[src/hw/rtl/adhp_pkg.sv]
// ----------------------------------------------------------------------------
// adhp_pkg
// shared types and constants for the ascii decimal/hex number parser
// ----------------------------------------------------------------------------
package adhp_pkg;

    localparam int CharW       = 8;
    localparam int DigitW      = 4;
    localparam int ValueW      = 32;
    localparam int DecAccW     = 34;
    localparam int SigCountW   = 4;
    localparam int PosW        = 2;

    localparam logic [CharW-1:0] CharLowA = 8'h61;  // 'a'
    localparam logic [CharW-1:0] CharLowZ = 8'h7A;  // 'z'
    localparam logic [CharW-1:0] CharZero = 8'h30;  // '0'
    localparam logic [CharW-1:0] CharNine = 8'h39;  // '9'
    localparam logic [CharW-1:0] CharA    = 8'h41;  // 'A'
    localparam logic [CharW-1:0] CharF    = 8'h46;  // 'F'
    localparam logic [CharW-1:0] CharH    = 8'h48;  // 'H'
    localparam logic [CharW-1:0] CharX    = 8'h58;  // 'X'
    localparam logic [CharW-1:0] CaseGap  = 8'h20;

    localparam logic [SigCountW-1:0] MaxHexDigits = 4'd8;
    localparam logic [SigCountW-1:0] MaxDecDigits = 4'd10;
    localparam logic [SigCountW-1:0] SigCountSat  = 4'd11;
    localparam logic [PosW-1:0]      PosSat       = 2'd3;
    localparam logic [PosW-1:0]      PrefixPos    = 2'd1;

    // hex letters map to digit = low nibble + 9
    localparam logic [DigitW-1:0] HexLetterBias = 4'd9;

    typedef struct packed {
        logic              is_dec;
        logic              is_hex_letter;
        logic              is_x;
        logic              is_h;
        logic [DigitW-1:0] digit;
    } char_info_t;

    typedef struct packed {
        logic              err;
        logic [ValueW-1:0] value;
    } parse_result_t;

endpackage

[src/hw/rtl/ascii_dec_hex_number_parser.sv]
// ----------------------------------------------------------------------------
// ascii_dec_hex_number_parser
// streams ascii characters in and returns one parsed 32-bit number per string
// ----------------------------------------------------------------------------
// usage:
//   the slave channel carries one character per transfer in s_axis_tdata, with
//   s_axis_tlast high on the final character of a string. for each string the
//   master channel gives one transfer: m_axis_tdata holds the value, and
//   m_axis_tuser is the error flag (value is zero when it is set).
//   hex is chosen by a 0x prefix or an h suffix, decimal otherwise.
// timing:
//   one character per cycle while s_axis_tready is high. an accepted character
//   is held in the input register; the result of a last character is then
//   written to the output register, which drives m_axis_tvalid. the
//   per-character shift-add and range checks sit between those two registers.
// reset and stalls:
//   reset empties both registers and clears the parse state. while the output
//   register holds an untaken result, a further last character waits in the
//   input register and s_axis_tready drops; other characters keep flowing.
// ----------------------------------------------------------------------------
module ascii_dec_hex_number_parser
(
    input  logic                        clk,
    input  logic                        rst_n,

    input  logic                        s_axis_tvalid,
    output logic                        s_axis_tready,
    input  logic [adhp_pkg::CharW-1:0]  s_axis_tdata,   // [7:0] char_code
    input  logic                        s_axis_tlast,   // last_char

    output logic                        m_axis_tvalid,
    input  logic                        m_axis_tready,
    output logic [adhp_pkg::ValueW-1:0] m_axis_tdata,   // [31:0] number_value
    output logic                        m_axis_tuser    // [0] parse_error
);

    logic                       in_valid_reg, in_valid_next;
    logic [adhp_pkg::CharW-1:0] in_char_reg;
    logic                       in_last_reg;

    logic                       out_valid_reg, out_valid_next;
    adhp_pkg::parse_result_t    out_result_reg;

    logic                       out_free;
    logic                       step;
    adhp_pkg::char_info_t       info;
    adhp_pkg::parse_result_t    result;

    assign out_free      = !out_valid_reg || m_axis_tready;
    assign step          = in_valid_reg && (!in_last_reg || out_free);
    assign s_axis_tready = !in_valid_reg || step;

    adhp_char_decode u_decode
    (
        .char_code (in_char_reg),
        .info      (info)
    );

    adhp_parse_core u_core
    (
        .clk       (clk),
        .rst_n     (rst_n),
        .step      (step),
        .last_char (in_last_reg),
        .info      (info),
        .result    (result)
    );

    always_comb
    begin
        in_valid_next = in_valid_reg;
        if (s_axis_tready)
        begin
            in_valid_next = s_axis_tvalid;
        end

        out_valid_next = out_valid_reg;
        if (step && in_last_reg)
        begin
            out_valid_next = 1'b1;
        end
        else if (m_axis_tready)
        begin
            out_valid_next = 1'b0;
        end
    end

    always_ff @(posedge clk or negedge rst_n)
    begin
        if (!rst_n)
        begin
            in_valid_reg  <= 1'b0;
            out_valid_reg <= 1'b0;
        end
        else
        begin
            in_valid_reg  <= in_valid_next;
            out_valid_reg <= out_valid_next;
        end
    end

    always_ff @(posedge clk)
    begin
        if (s_axis_tvalid && s_axis_tready)
        begin
            in_char_reg <= s_axis_tdata;
            in_last_reg <= s_axis_tlast;
        end
        if (step && in_last_reg)
        begin
            out_result_reg <= result;
        end
    end

    assign m_axis_tvalid = out_valid_reg;
    assign m_axis_tdata  = out_result_reg.value;
    assign m_axis_tuser  = out_result_reg.err;

    a_err_zero_value: assert property (@(posedge clk) disable iff (!rst_n)
        m_axis_tvalid && m_axis_tuser |-> m_axis_tdata == '0)
        else $error("error result with nonzero value");

    a_result_from_last: assert property (@(posedge clk) disable iff (!rst_n)
        $rose(m_axis_tvalid) |-> $past(in_valid_reg && in_last_reg))
        else $error("result without a last character");

    a_stall_only_on_last: assert property (@(posedge clk) disable iff (!rst_n)
        !s_axis_tready |-> in_valid_reg && in_last_reg && out_valid_reg)
        else $error("input stalled without a pending result");

    a_held_char_kept: assert property (@(posedge clk) disable iff (!rst_n)
        in_valid_reg && !step |=> in_valid_reg && $stable(in_char_reg) && $stable(in_last_reg))
        else $error("waiting character lost or overwritten");

endmodule

[src/hw/rtl/adhp_char_decode.sv]
// ----------------------------------------------------------------------------
// adhp_char_decode
// classifies one character, case-insensitive, and gives its digit value
// ----------------------------------------------------------------------------
module adhp_char_decode
(
    input  logic [adhp_pkg::CharW-1:0] char_code,
    output adhp_pkg::char_info_t       info
);

    logic [adhp_pkg::CharW-1:0] upper;

    always_comb
    begin
        if (char_code >= adhp_pkg::CharLowA && char_code <= adhp_pkg::CharLowZ)
        begin
            upper = char_code - adhp_pkg::CaseGap;
        end
        else
        begin
            upper = char_code;
        end

        info.is_dec        = (upper >= adhp_pkg::CharZero) && (upper <= adhp_pkg::CharNine);
        info.is_hex_letter = (upper >= adhp_pkg::CharA) && (upper <= adhp_pkg::CharF);
        info.is_x          = (upper == adhp_pkg::CharX);
        info.is_h          = (upper == adhp_pkg::CharH);

        if (info.is_hex_letter)
        begin
            info.digit = upper[adhp_pkg::DigitW-1:0] + adhp_pkg::HexLetterBias;
        end
        else
        begin
            info.digit = upper[adhp_pkg::DigitW-1:0];
        end
    end

endmodule

[src/hw/rtl/adhp_parse_core.sv]
// ----------------------------------------------------------------------------
// adhp_parse_core
// per-character parse state, accumulators and final status/value check
// ----------------------------------------------------------------------------
module adhp_parse_core
(
    input  logic                      clk,
    input  logic                      rst_n,
    input  logic                      step,
    input  logic                      last_char,
    input  adhp_pkg::char_info_t      info,
    output adhp_pkg::parse_result_t   result
);

    logic [adhp_pkg::PosW-1:0]      pos_reg,        pos_next;
    logic                           prefix_reg,     prefix_next;
    logic                           digit_seen_reg, digit_seen_next;
    logic                           letter_reg,     letter_next;
    logic                           illegal_reg,    illegal_next;
    logic [adhp_pkg::SigCountW-1:0] sig_reg,        sig_next;
    logic [adhp_pkg::ValueW-1:0]    hex_reg,        hex_next;
    logic [adhp_pkg::DecAccW-1:0]   dec_reg,        dec_next;

    logic take;
    logic prefix_take;
    logic is_hex;
    logic [adhp_pkg::PosW-1:0] pos_adv;

    always_comb
    begin
        // a closing H on the last character is a suffix, not a digit
        take        = !(last_char && info.is_h);
        prefix_take = !last_char && (pos_reg == adhp_pkg::PrefixPos) && info.is_x &&
                      digit_seen_reg && (sig_reg == '0) && !illegal_reg && !letter_reg;
        pos_adv     = (pos_reg == adhp_pkg::PosSat) ? pos_reg : pos_reg + 1'b1;

        pos_next        = pos_reg;
        prefix_next     = prefix_reg;
        digit_seen_next = digit_seen_reg;
        letter_next     = letter_reg;
        illegal_next    = illegal_reg;
        sig_next        = sig_reg;
        hex_next        = hex_reg;
        dec_next        = dec_reg;

        if (take)
        begin
            pos_next = pos_adv;
            if (prefix_take)
            begin
                prefix_next     = 1'b1;
                digit_seen_next = 1'b0;
            end
            else if (info.is_dec || info.is_hex_letter)
            begin
                letter_next     = letter_reg | info.is_hex_letter;
                digit_seen_next = 1'b1;
                // leading zeros are skipped
                if (info.digit != '0 || sig_reg != '0)
                begin
                    if (sig_reg != adhp_pkg::SigCountSat)
                    begin
                        sig_next = sig_reg + 1'b1;
                    end
                    hex_next = {hex_reg[adhp_pkg::ValueW-5:0], info.digit};
                    // times ten as x*8 + x*2, upper bits dropped
                    dec_next = {dec_reg[adhp_pkg::DecAccW-4:0], 3'b000}
                             + {dec_reg[adhp_pkg::DecAccW-2:0], 1'b0}
                             + {{(adhp_pkg::DecAccW-adhp_pkg::DigitW){1'b0}}, info.digit};
                end
            end
            else
            begin
                illegal_next = 1'b1;
            end
        end

        is_hex     = prefix_next || (last_char && info.is_h);
        result.err = illegal_next || !digit_seen_next;
        if (is_hex)
        begin
            if (sig_next > adhp_pkg::MaxHexDigits)
            begin
                result.err = 1'b1;
            end
            result.value = hex_next;
        end
        else
        begin
            if (letter_next || sig_next > adhp_pkg::MaxDecDigits ||
                dec_next[adhp_pkg::DecAccW-1:adhp_pkg::ValueW] != '0)
            begin
                result.err = 1'b1;
            end
            result.value = dec_next[adhp_pkg::ValueW-1:0];
        end
        if (result.err)
        begin
            result.value = '0;
        end
    end

    always_ff @(posedge clk or negedge rst_n)
    begin
        if (!rst_n)
        begin
            pos_reg        <= '0;
            prefix_reg     <= 1'b0;
            digit_seen_reg <= 1'b0;
            letter_reg     <= 1'b0;
            illegal_reg    <= 1'b0;
            sig_reg        <= '0;
            hex_reg        <= '0;
            dec_reg        <= '0;
        end
        else if (step)
        begin
            if (last_char)
            begin
                // fresh state for the next string
                pos_reg        <= '0;
                prefix_reg     <= 1'b0;
                digit_seen_reg <= 1'b0;
                letter_reg     <= 1'b0;
                illegal_reg    <= 1'b0;
                sig_reg        <= '0;
                hex_reg        <= '0;
                dec_reg        <= '0;
            end
            else
            begin
                pos_reg        <= pos_next;
                prefix_reg     <= prefix_next;
                digit_seen_reg <= digit_seen_next;
                letter_reg     <= letter_next;
                illegal_reg    <= illegal_next;
                sig_reg        <= sig_next;
                hex_reg        <= hex_next;
                dec_reg        <= dec_next;
            end
        end
    end

    a_sig_sat: assert property (@(posedge clk) disable iff (!rst_n)
        sig_reg <= adhp_pkg::SigCountSat)
        else $error("significant digit count past saturation");

    a_prefix_clears_digits: assert property (@(posedge clk) disable iff (!rst_n)
        step && prefix_take |=> prefix_reg && !digit_seen_reg && (sig_reg == '0))
        else $error("prefix taken without clearing digit state");

endmodule

[config.mk]
export PLATFORM = sky130hd
export DESIGN_NAME = ascii_dec_hex_number_parser
export DESIGN_NICKNAME = d
export VERILOG_FILES = /design/src/hw/rtl/adhp_pkg.sv /design/src/hw/rtl/ascii_dec_hex_number_parser.sv /design/src/hw/rtl/adhp_char_decode.sv /design/src/hw/rtl/adhp_parse_core.sv
export SDC_FILE = /design/constraint.sdc
export NUM_CORES = 1
export LEC_CHECK = 0
export ABC_CLOCK_PERIOD_IN_PS = 5500
export BUFFER_PORTS_ARGS = -buffer_cell sky130_fd_sc_hd__buf_2
export CORE_ASPECT_RATIO = 1.4
export CORE_UTILIZATION = 50
export CTS_CLUSTER_SIZE = 25
export DETAILED_ROUTE_END_ITERATION = 7
export GPL_TIMING_DRIVEN = 0
export HOLD_SLACK_MARGIN = 0.08
export PLACE_DENSITY_LB_ADDON = 0.3
export SETUP_SLACK_MARGIN = 0.1
export SYNTH_ARGS = -nofsm -noshare
export SYNTH_HDL_FRONTEND = slang
export SYNTH_SLANG_ARGS = --single-unit
[constraint.sdc]
create_clock -name clk -period 5.5 [get_ports clk]
set_input_delay 1.1 -clock clk [delete_from_list [all_inputs] [get_ports clk]]
set_output_delay 1.1 -clock clk [all_outputs]
set_load 0.01 [all_outputs]
==> summary.md, run 1 <==
| Metric | Value |
|---|---|
| Crit path cell chain | buf_4 -> o211ai_1 -> o21ai_2 -> a2111oi_4 -> and2_1 -> clkbuf_4 -> nand2_1 -> o21ai_2 -> ha_1 -> ha_2 -> a21oi_1 -> nand4b_1 -> a211o_1 -> a2111oi_4 -> buf_4 -> o21ai_2 -> a211o_1 -> o211a_1 -> a41oi_4 -> buf_12 -> buf_8 -> nor3_1 |
| Final instance area | 0.0101 mm² |
| Combinational family with the most area after synthesis | compound AO/OA/AOI/OAI gates |
| Total Wirelength | 25.3 mm |
| Yosys warns | 0 |
| Port bufs | 47 |
| First-pass GRT wire length | 39.0 mm |
| Leakage | 4.24 nW |
| Overall power | 2.84 mW |
| Fin Hold WS | 0.512 ns |
| Period minus WS final | 5.21 ns |
| GRT Util Overall | 29.4% |
| Core box area | 0.0167 mm² |
| Gr ovfl total | 0 |
| Hold buffers post-CTS | 0 |
| Crit path capture type | register |
| Max Fclk | 192 MHz |
| Iter 0 DRT Violations | 620 |
| Die area | 0.0176 mm² |
| Xor/xnor share of the synthesized area | 2.87% |
| Mux cell area share after synthesis | 8.62% |
| Adder-cell share of the synthesized area | 11.1% |
| Drt first pass iters | 5 |
| Initial antenna violation count | 0 |
| Worst setup margin | 0.286 ns |
| Longest individual stage delay on the worst path | 0.43 ns |
| Dominant cell type by area after synthesis | dfrtp_1 |
| CP max FO | 10 |
| Worst Tran Pin Value | 0.971 ns |
| Slowest cell on crit path | a2111oi_4 |
| Placed standard-cell area | 0.00909 mm² |
| Worst Hold Class | register to register |
| Status | completed |
| I/O pin total | 48 |
| Cells after Synth | 869 |
| Max reg flops | 34 |
| Vias in the first global route | 7345 |
| Cell Area, Synth | 0.00855 mm² |
| Pin count of the biggest net entering global routing | 66 |
| Clk buf depth | 2 |
| Share of layout cells above drive strength 1 | 19.8% |
| Final max-slew violation count | 0 |
| CTS buffer count | 17 |
| Synthesis-to-layout area growth | 18.4% |
| Row count | 56 |
| PD cells | 281 mW/mm² |
| Post-synthesis compound-gate area fraction | 22.0% |
| RSZ-0062 raised after global routing | false |
| Critical Path AT | 5.38 ns |
| Setup violators final | 0 |
| VDD IR max | 206 µV |
| Pre-CTS WS | -1.31 ns |
| Ys async rst share | 65.0% |
| Drt wl/cell | 21.5 µm |
| Final hold viol count | 0 |
| Kind of cell adding the most delay to the critical path | compound AO/OA/AOI/OAI gates |
| Max cap viols | 0 |
| Nets | 1050 |
| Starting Density | 51.0% |
| Worst path most repeated cell | o21ai_2 |
| Placer congestion estimate | 0.935 |
| Critical Path RT | 5.66 ns |
| FILL cells | 1377 |
| Post-DP HPWL | 17.8 mm |
| Worst clock skew | 0.00540 ns |
| Worst skew pair latency | 0.43 ns |
| Sequential area share after synthesis | 37.6% |
| Root Driver | clkbuf_16 |
| N_diodes | 0 |
| Top-count cell post-synth | nand2_1 |
| Syn nets | 957 |
| Total vias in the final route | 7462 |
| Final antenna-violating net count | 0 |
| Clk slew on worst S/H paths | 0.06 ns |
| Synth top area cells | dfrtp_1 23%, edfxtp_1 15%, ha_1 11% |
| Die W | 112 µm |
| Seq cells post-synth | 120 |
| Die span in y | 157 µm |
| CTS tree | built |
| CP Class | register to register |
| CTS H-tree depth | 4 |
| Buf/Inv on CP | 5 |
| Via density | 6.33 |
| Slew headroom | 34.9% |
| Crit path launch type | register |
| Synth cell types | 75 |
| Top-area cell type share of the netlist area | 22.8% |
| Crit share post-route | 94.8% |
| CTS sink count | 120 |
| Drc violations | 0 |
| Synth top cells by count | 103 x nand2_1, 88 x o21ai_0, 78 x dfrtp_1, 74 x ha_1, 50 x mux2i_1 |
| Mapped Avg Cell Area | 9.83 µm² |
| Ys flop type | dfrtp_1 |
| Post-synth EDFFs | 42 |
| Post-synthesis simple-gate area fraction | 14.2% |
==> path summary, 6_finish.rpt <==
kind	startpoint	endpoint	slack [ns]	cells after the start
max in group asynchronous	rst_n	u_core.dec_reg[32]	4.35	2
worst min-delay path	u_core.prefix_reg	u_core.prefix_reg	0.51	2
worst max register to register	in_char_reg[1]	m_axis_tdata[4]	0.29	22
min in group asynchronous	rst_n	u_core.hex_reg[9]	0.52	1
worst min register to register	u_core.prefix_reg	u_core.prefix_reg	0.51	2
worst max-delay path	in_char_reg[1]	m_axis_tdata[4]	0.29	22
==> metrics by stage <==
step / utilization [%] / std cells / TNS [ns]
2_1_floorplan: - / 869 / 0
3_3_place_gp: 54.0 / 1119 / -39.57
3_5_place_dp: 54.3 / 1121 / -41.37
4_1_cts: 58.9 / 1163 / 0
5_1_grt: 60.4 / 1178 / 0
6_report: 60.4 / 1178 / 0
==> what timing repair did <==
action | in CTS | in global routing
buffers inserted | 10 | 14
setup endpoints to repair | 38 | 33
cloned | 0 | 1
pin swaps | 6 | 13
resized for setup | 21 | 29
==> power by group <==
group | switching, mW | internal [mW] | total [mW]
registers | 0.0870 | 1.00 | 1.09
clock network | 0.427 | 0.751 | 1.18
logic | 0.334 | 0.242 | 0.576
==> cells in the final DEF, fill, tap and decap left out, types with 7 or more instances in the layout <==
master / instances
a2111oi_4: 7
a21boi_0: 8
a21o_1: 20
a21oi_1: 44
a22oi_1: 32
and2_1: 7
buf_2: 63
buf_4: 26
clkbuf_1: 21
clkbuf_16: 18
dfrtp_1: 78
edfxtp_1: 42
ha_1: 71
inv_1: 21
mux2i_1: 50
mux4_2: 8
nand2_1: 102
nand3_1: 12
nor2_1: 37
nor3_1: 17
nor3b_1: 20
o21ai_0: 83
o22ai_1: 7
xnor2_1: 16
xor2_1: 11
==> worst reg2reg max path, cell delays in order (launching register included) <==
cell	delay, ns
edfxtp_1	0.42
buf_4	0.19
o211ai_1	0.29
o21ai_2	0.15
a2111oi_4	0.43
and2_1	0.17
clkbuf_4	0.20
nand2_1	0.09
o21ai_2	0.08
ha_1	0.18
ha_2	0.19
a21oi_1	0.09
nand4b_1	0.25
a211o_1	0.38
a2111oi_4	0.37
buf_4	0.20
o21ai_2	0.10
a211o_1	0.31
o211a_1	0.17
a41oi_4	0.26
buf_12	0.17
buf_8	0.16
nor3_1	0.09
==> kinds of logic (layout without fill, tap and decap cells) <==
| group | Yosys count | in the layout |
|---|---|---|
| DFF | 120 | 120 |
| xor gates and xnor gates | 28 | 28 |
| adders and majority gates | 75 | 75 |
| buffers and inverters | 69 | 175 |
| AOI/OAI and AO/OA | 270 | 270 |
| and+or+nand+nor | 244 | 244 |
| muxes | 63 | 63 |
==> cell type report <==
| class | instances | area [µm²] | share of cell area (%) |
|---|---|---|---|
| Clock inverter | 14 | 180 | 1.78 |
| Multi-Input combinational cell | 680 | 5200 | 51.4 |
| Timing Repair Buffer | 74 | 507 | 5.01 |
| Inverter | 24 | 90.1 | 0.890 |
| Clock buffer | 18 | 429 | 4.24 |
| Sequential cell | 120 | 3210 | 31.7 |
| Buffer | 45 | 248 | 2.45 |
| Tap cell | 203 | 254 | 2.51 |
==> metal layers <==
metal / vias up / track usage [%] / part of all wire [%]
met3: 100 / 5.50 / 5.1
met4: 0 / 21.3 / 6.5
met2: 301 / 50.3 / 50
met5: - / 0 / 0
met1: 3607 / 33.0 / 39
li1: 3454 / - / -
Note: power is estimated with default switching activity, not from simulation.
==> run 2: changes to the inputs <==
--- a/config.mk
+++ b/config.mk
@@ -13,7 +13,7 @@
 export DETAILED_ROUTE_END_ITERATION = 7
 export GPL_TIMING_DRIVEN = 0
 export HOLD_SLACK_MARGIN = 0.08
-export PLACE_DENSITY_LB_ADDON = 0.3
+export PLACE_DENSITY = 0.74
 export SETUP_SLACK_MARGIN = 0.1
 export SYNTH_ARGS = -nofsm -noshare
 export SYNTH_HDL_FRONTEND = slang
==> run 2 against run 1 <==
Effect of this change: setup slack got worse by 0.11 ns; the run now ends with DRC left; die area unchanged; global-route usage about the same; sequential share of layout area decreased by 0.48 points; design area increased by 1.5%; hold slack got worse by 0.0077 ns; non-clock buffer count increased by 6; cell count increased by 0.51%.
==> summary.md, run 2 (same netlist as run 1, synthesis figures left out) <==
| Metric | Value |
|---|---|
| Status | finished, violations left |
| Failing checks | DRC |
| Placer congestion estimate | 0.926 |
| Crit share post-route | 96.8% |
| Synthesis-to-layout area growth | 20.2% |
| Worst Tran Pin Value | 1.02 ns |
| Row count | 56 |
| Crit path capture type | register |
| Most common cell after layout, fill and taps aside | nand2_1 |
| GRT Util Overall | 29.4% |
| N_diodes | 0 |
| I/O pin total | 48 |
| Max Fclk | 188 MHz |
| Final Non-Filler Cells | 1184 |
| CTS buffer count | 17 |
| Commonest non-fill, non-tap cells in the layout | 102 x nand2_1, 83 x o21ai_0, 78 x dfrtp_1 |
| Die span in y | 157 µm |
| Initial antenna violation count | 0 |
| Dpl cells | 1121 |
| Port bufs | 47 |
| Final antenna-violating net count | 0 |
| Worst Hold Class | register to register |
| Worst skew pair latency | 0.44 ns |
| Crit path launch type | register |
| Post-DP HPWL | 17.6 mm |
| Setup violators final | 0 |
| Comb power frac | 22.5% |
| Sw frac | 32.5% |
| Starting Density | 51.0% |
| Pin count of the biggest net entering global routing | 67 |
| Max reg flops | 34 |
| Max cap viols | 0 |
| CTS H-tree depth | 4 |
| Die area | 0.0176 mm² |
| Die W | 112 µm |
| Final hold viol count | 0 |
| Via density | 6.53 |
| Clk slew on worst S/H paths | 0.06 ns |
| Core box area | 0.0167 mm² |
| First-pass GRT wire length | 39.3 mm |
| Nets | 1056 |
| Worst clock skew | 0.0103 ns |
| GR peak layer | met2 |
| Worst-case reg-to-reg path depth | 21 |
| GRT met1 Usage | 33.7% |
| RSZ-0062 raised after global routing | true |
| Pint | 1.90 mW |
| Drt wl/cell | 22.1 µm |
| Total vias in the final route | 7729 |
| Met2 usage | 50.8% |
| Psw | 917 µW |
| Drt first pass iters | 8 |
| CP max FO | 6 |
| VDD IR max | 158 µV |
| Vias in the first global route | 7397 |
| Clk buf depth | 2 |
| Critical Path RT | 5.65 ns |
| M3 GR Usage | 4.18% |
| Drc violations | 5 |
| Iter 0 DRT Violations | 755 |
| PD cells | 275 mW/mm² |
| Clock power share | 39.0% |
| Setup TNS | 0 ns |
| CTS tree | built |
| Root Driver | clkbuf_16 |
| CP Class | register to register |
| Gr ovfl total | 0 |
| CTS sink count | 120 |
| Period minus WS final | 5.32 ns |
| Hold path cells | 2 |
| Slew headroom | 31.7% |
| Share of layout cells above drive strength 1 | 21.4% |
| Final core utilization | 61.4% |
| Leakage | 4.28 nW |
| Final max-slew violation count | 0 |
| Critical Path AT | 5.48 ns |
| Total Wirelength | 26.2 mm |
| Flop pwr share | 38.5% |
run 2: final cells by class:
type,instances,area [µm²]
inverters,24,90.1
clock buffers,18,429
fillers,1345,6470
plain buffers,45,248
clock inverters,14,140
multi-input cells,680,5340
flip-flops and latches,120,3210
well taps,203,254
repair buffers,80,558
run 2: worst max-delay path, stage by stage (launching register included):
cell	delay, ns
edfxtp_1	0.47
buf_6	0.17
ha_4	0.16
nor4b_4	0.36
nor2b_4	0.26
o31ai_4	0.08
and2_4	0.16
buf_6	0.13
a21o_4	0.24
xor2_4	0.17
ha_4	0.28
a21oi_2	0.05
nand4b_1	0.25
a211o_1	0.40
a2111oi_4	0.50
o21ai_2	0.15
a211o_1	0.27
o211a_1	0.16
a41oi_4	0.38
buf_6	0.20
buf_12	0.14
a2111oi_4	0.04
run 2: worst paths after layout:
path | start | end | slack, ns
min in group asynchronous | rst_n | u_core.hex_reg[12] | 0.51
min reg2reg | u_core.hex_reg[31] | u_core.hex_reg[31] | 0.50
max | in_char_reg[0] | m_axis_tdata[30] | 0.18
max in group asynchronous | rst_n | u_core.dec_reg[16] | 4.35
min | u_core.hex_reg[31] | u_core.hex_reg[31] | 0.50
max reg2reg | in_char_reg[0] | m_axis_tdata[30] | 0.18
run 2: timing repair:
action / CTS / global route
hold endpoints to repair: 0 / 0
buffers inserted: 9 / 20
hold buffers: 0 / 0
cloned: 0 / 2
gates resized for setup: 19 / 55
pin swaps: 7 / 31
endpoints found under the setup margin: 38 / 33
run 2: through the flow:
stage | setup slack, ns | cell area [µm²] | power (mW) | hold WS, ns
after detailed placement | -1.20 | 9090 | 1.57 | 0.480
after floorplan | 0.383 | 8550 | 1.41 | 0.450
after global routing | -0.00256 | 10300 | 2.92 | 0.509
after global placement | -1.14 | 9030 | 1.56 | 0.466
final | 0.177 | 10300 | 2.82 | 0.505
after CTS | 0.109 | 9810 | 2.69 | 0.495
run 2: metal layers:
metal,part of all wire (%),routed length (µm),up-vias
met3,5.9,1540,127
met5,0,0,-
met4,6.7,1760,0
li1,-,-,3470
met1,37,9820,3731
met2,50,13100,401
run 2: power by group through the flow:
stage               Combinational [mW]  Clock (mW)  Sequential (mW)
floorplan                        0.334           0             1.08
global placement                 0.458           0             1.10
detailed placement               0.475           0             1.10
CTS                              0.506        1.10             1.08
global route                     0.677        1.15             1.10
finish                           0.634        1.10             1.09
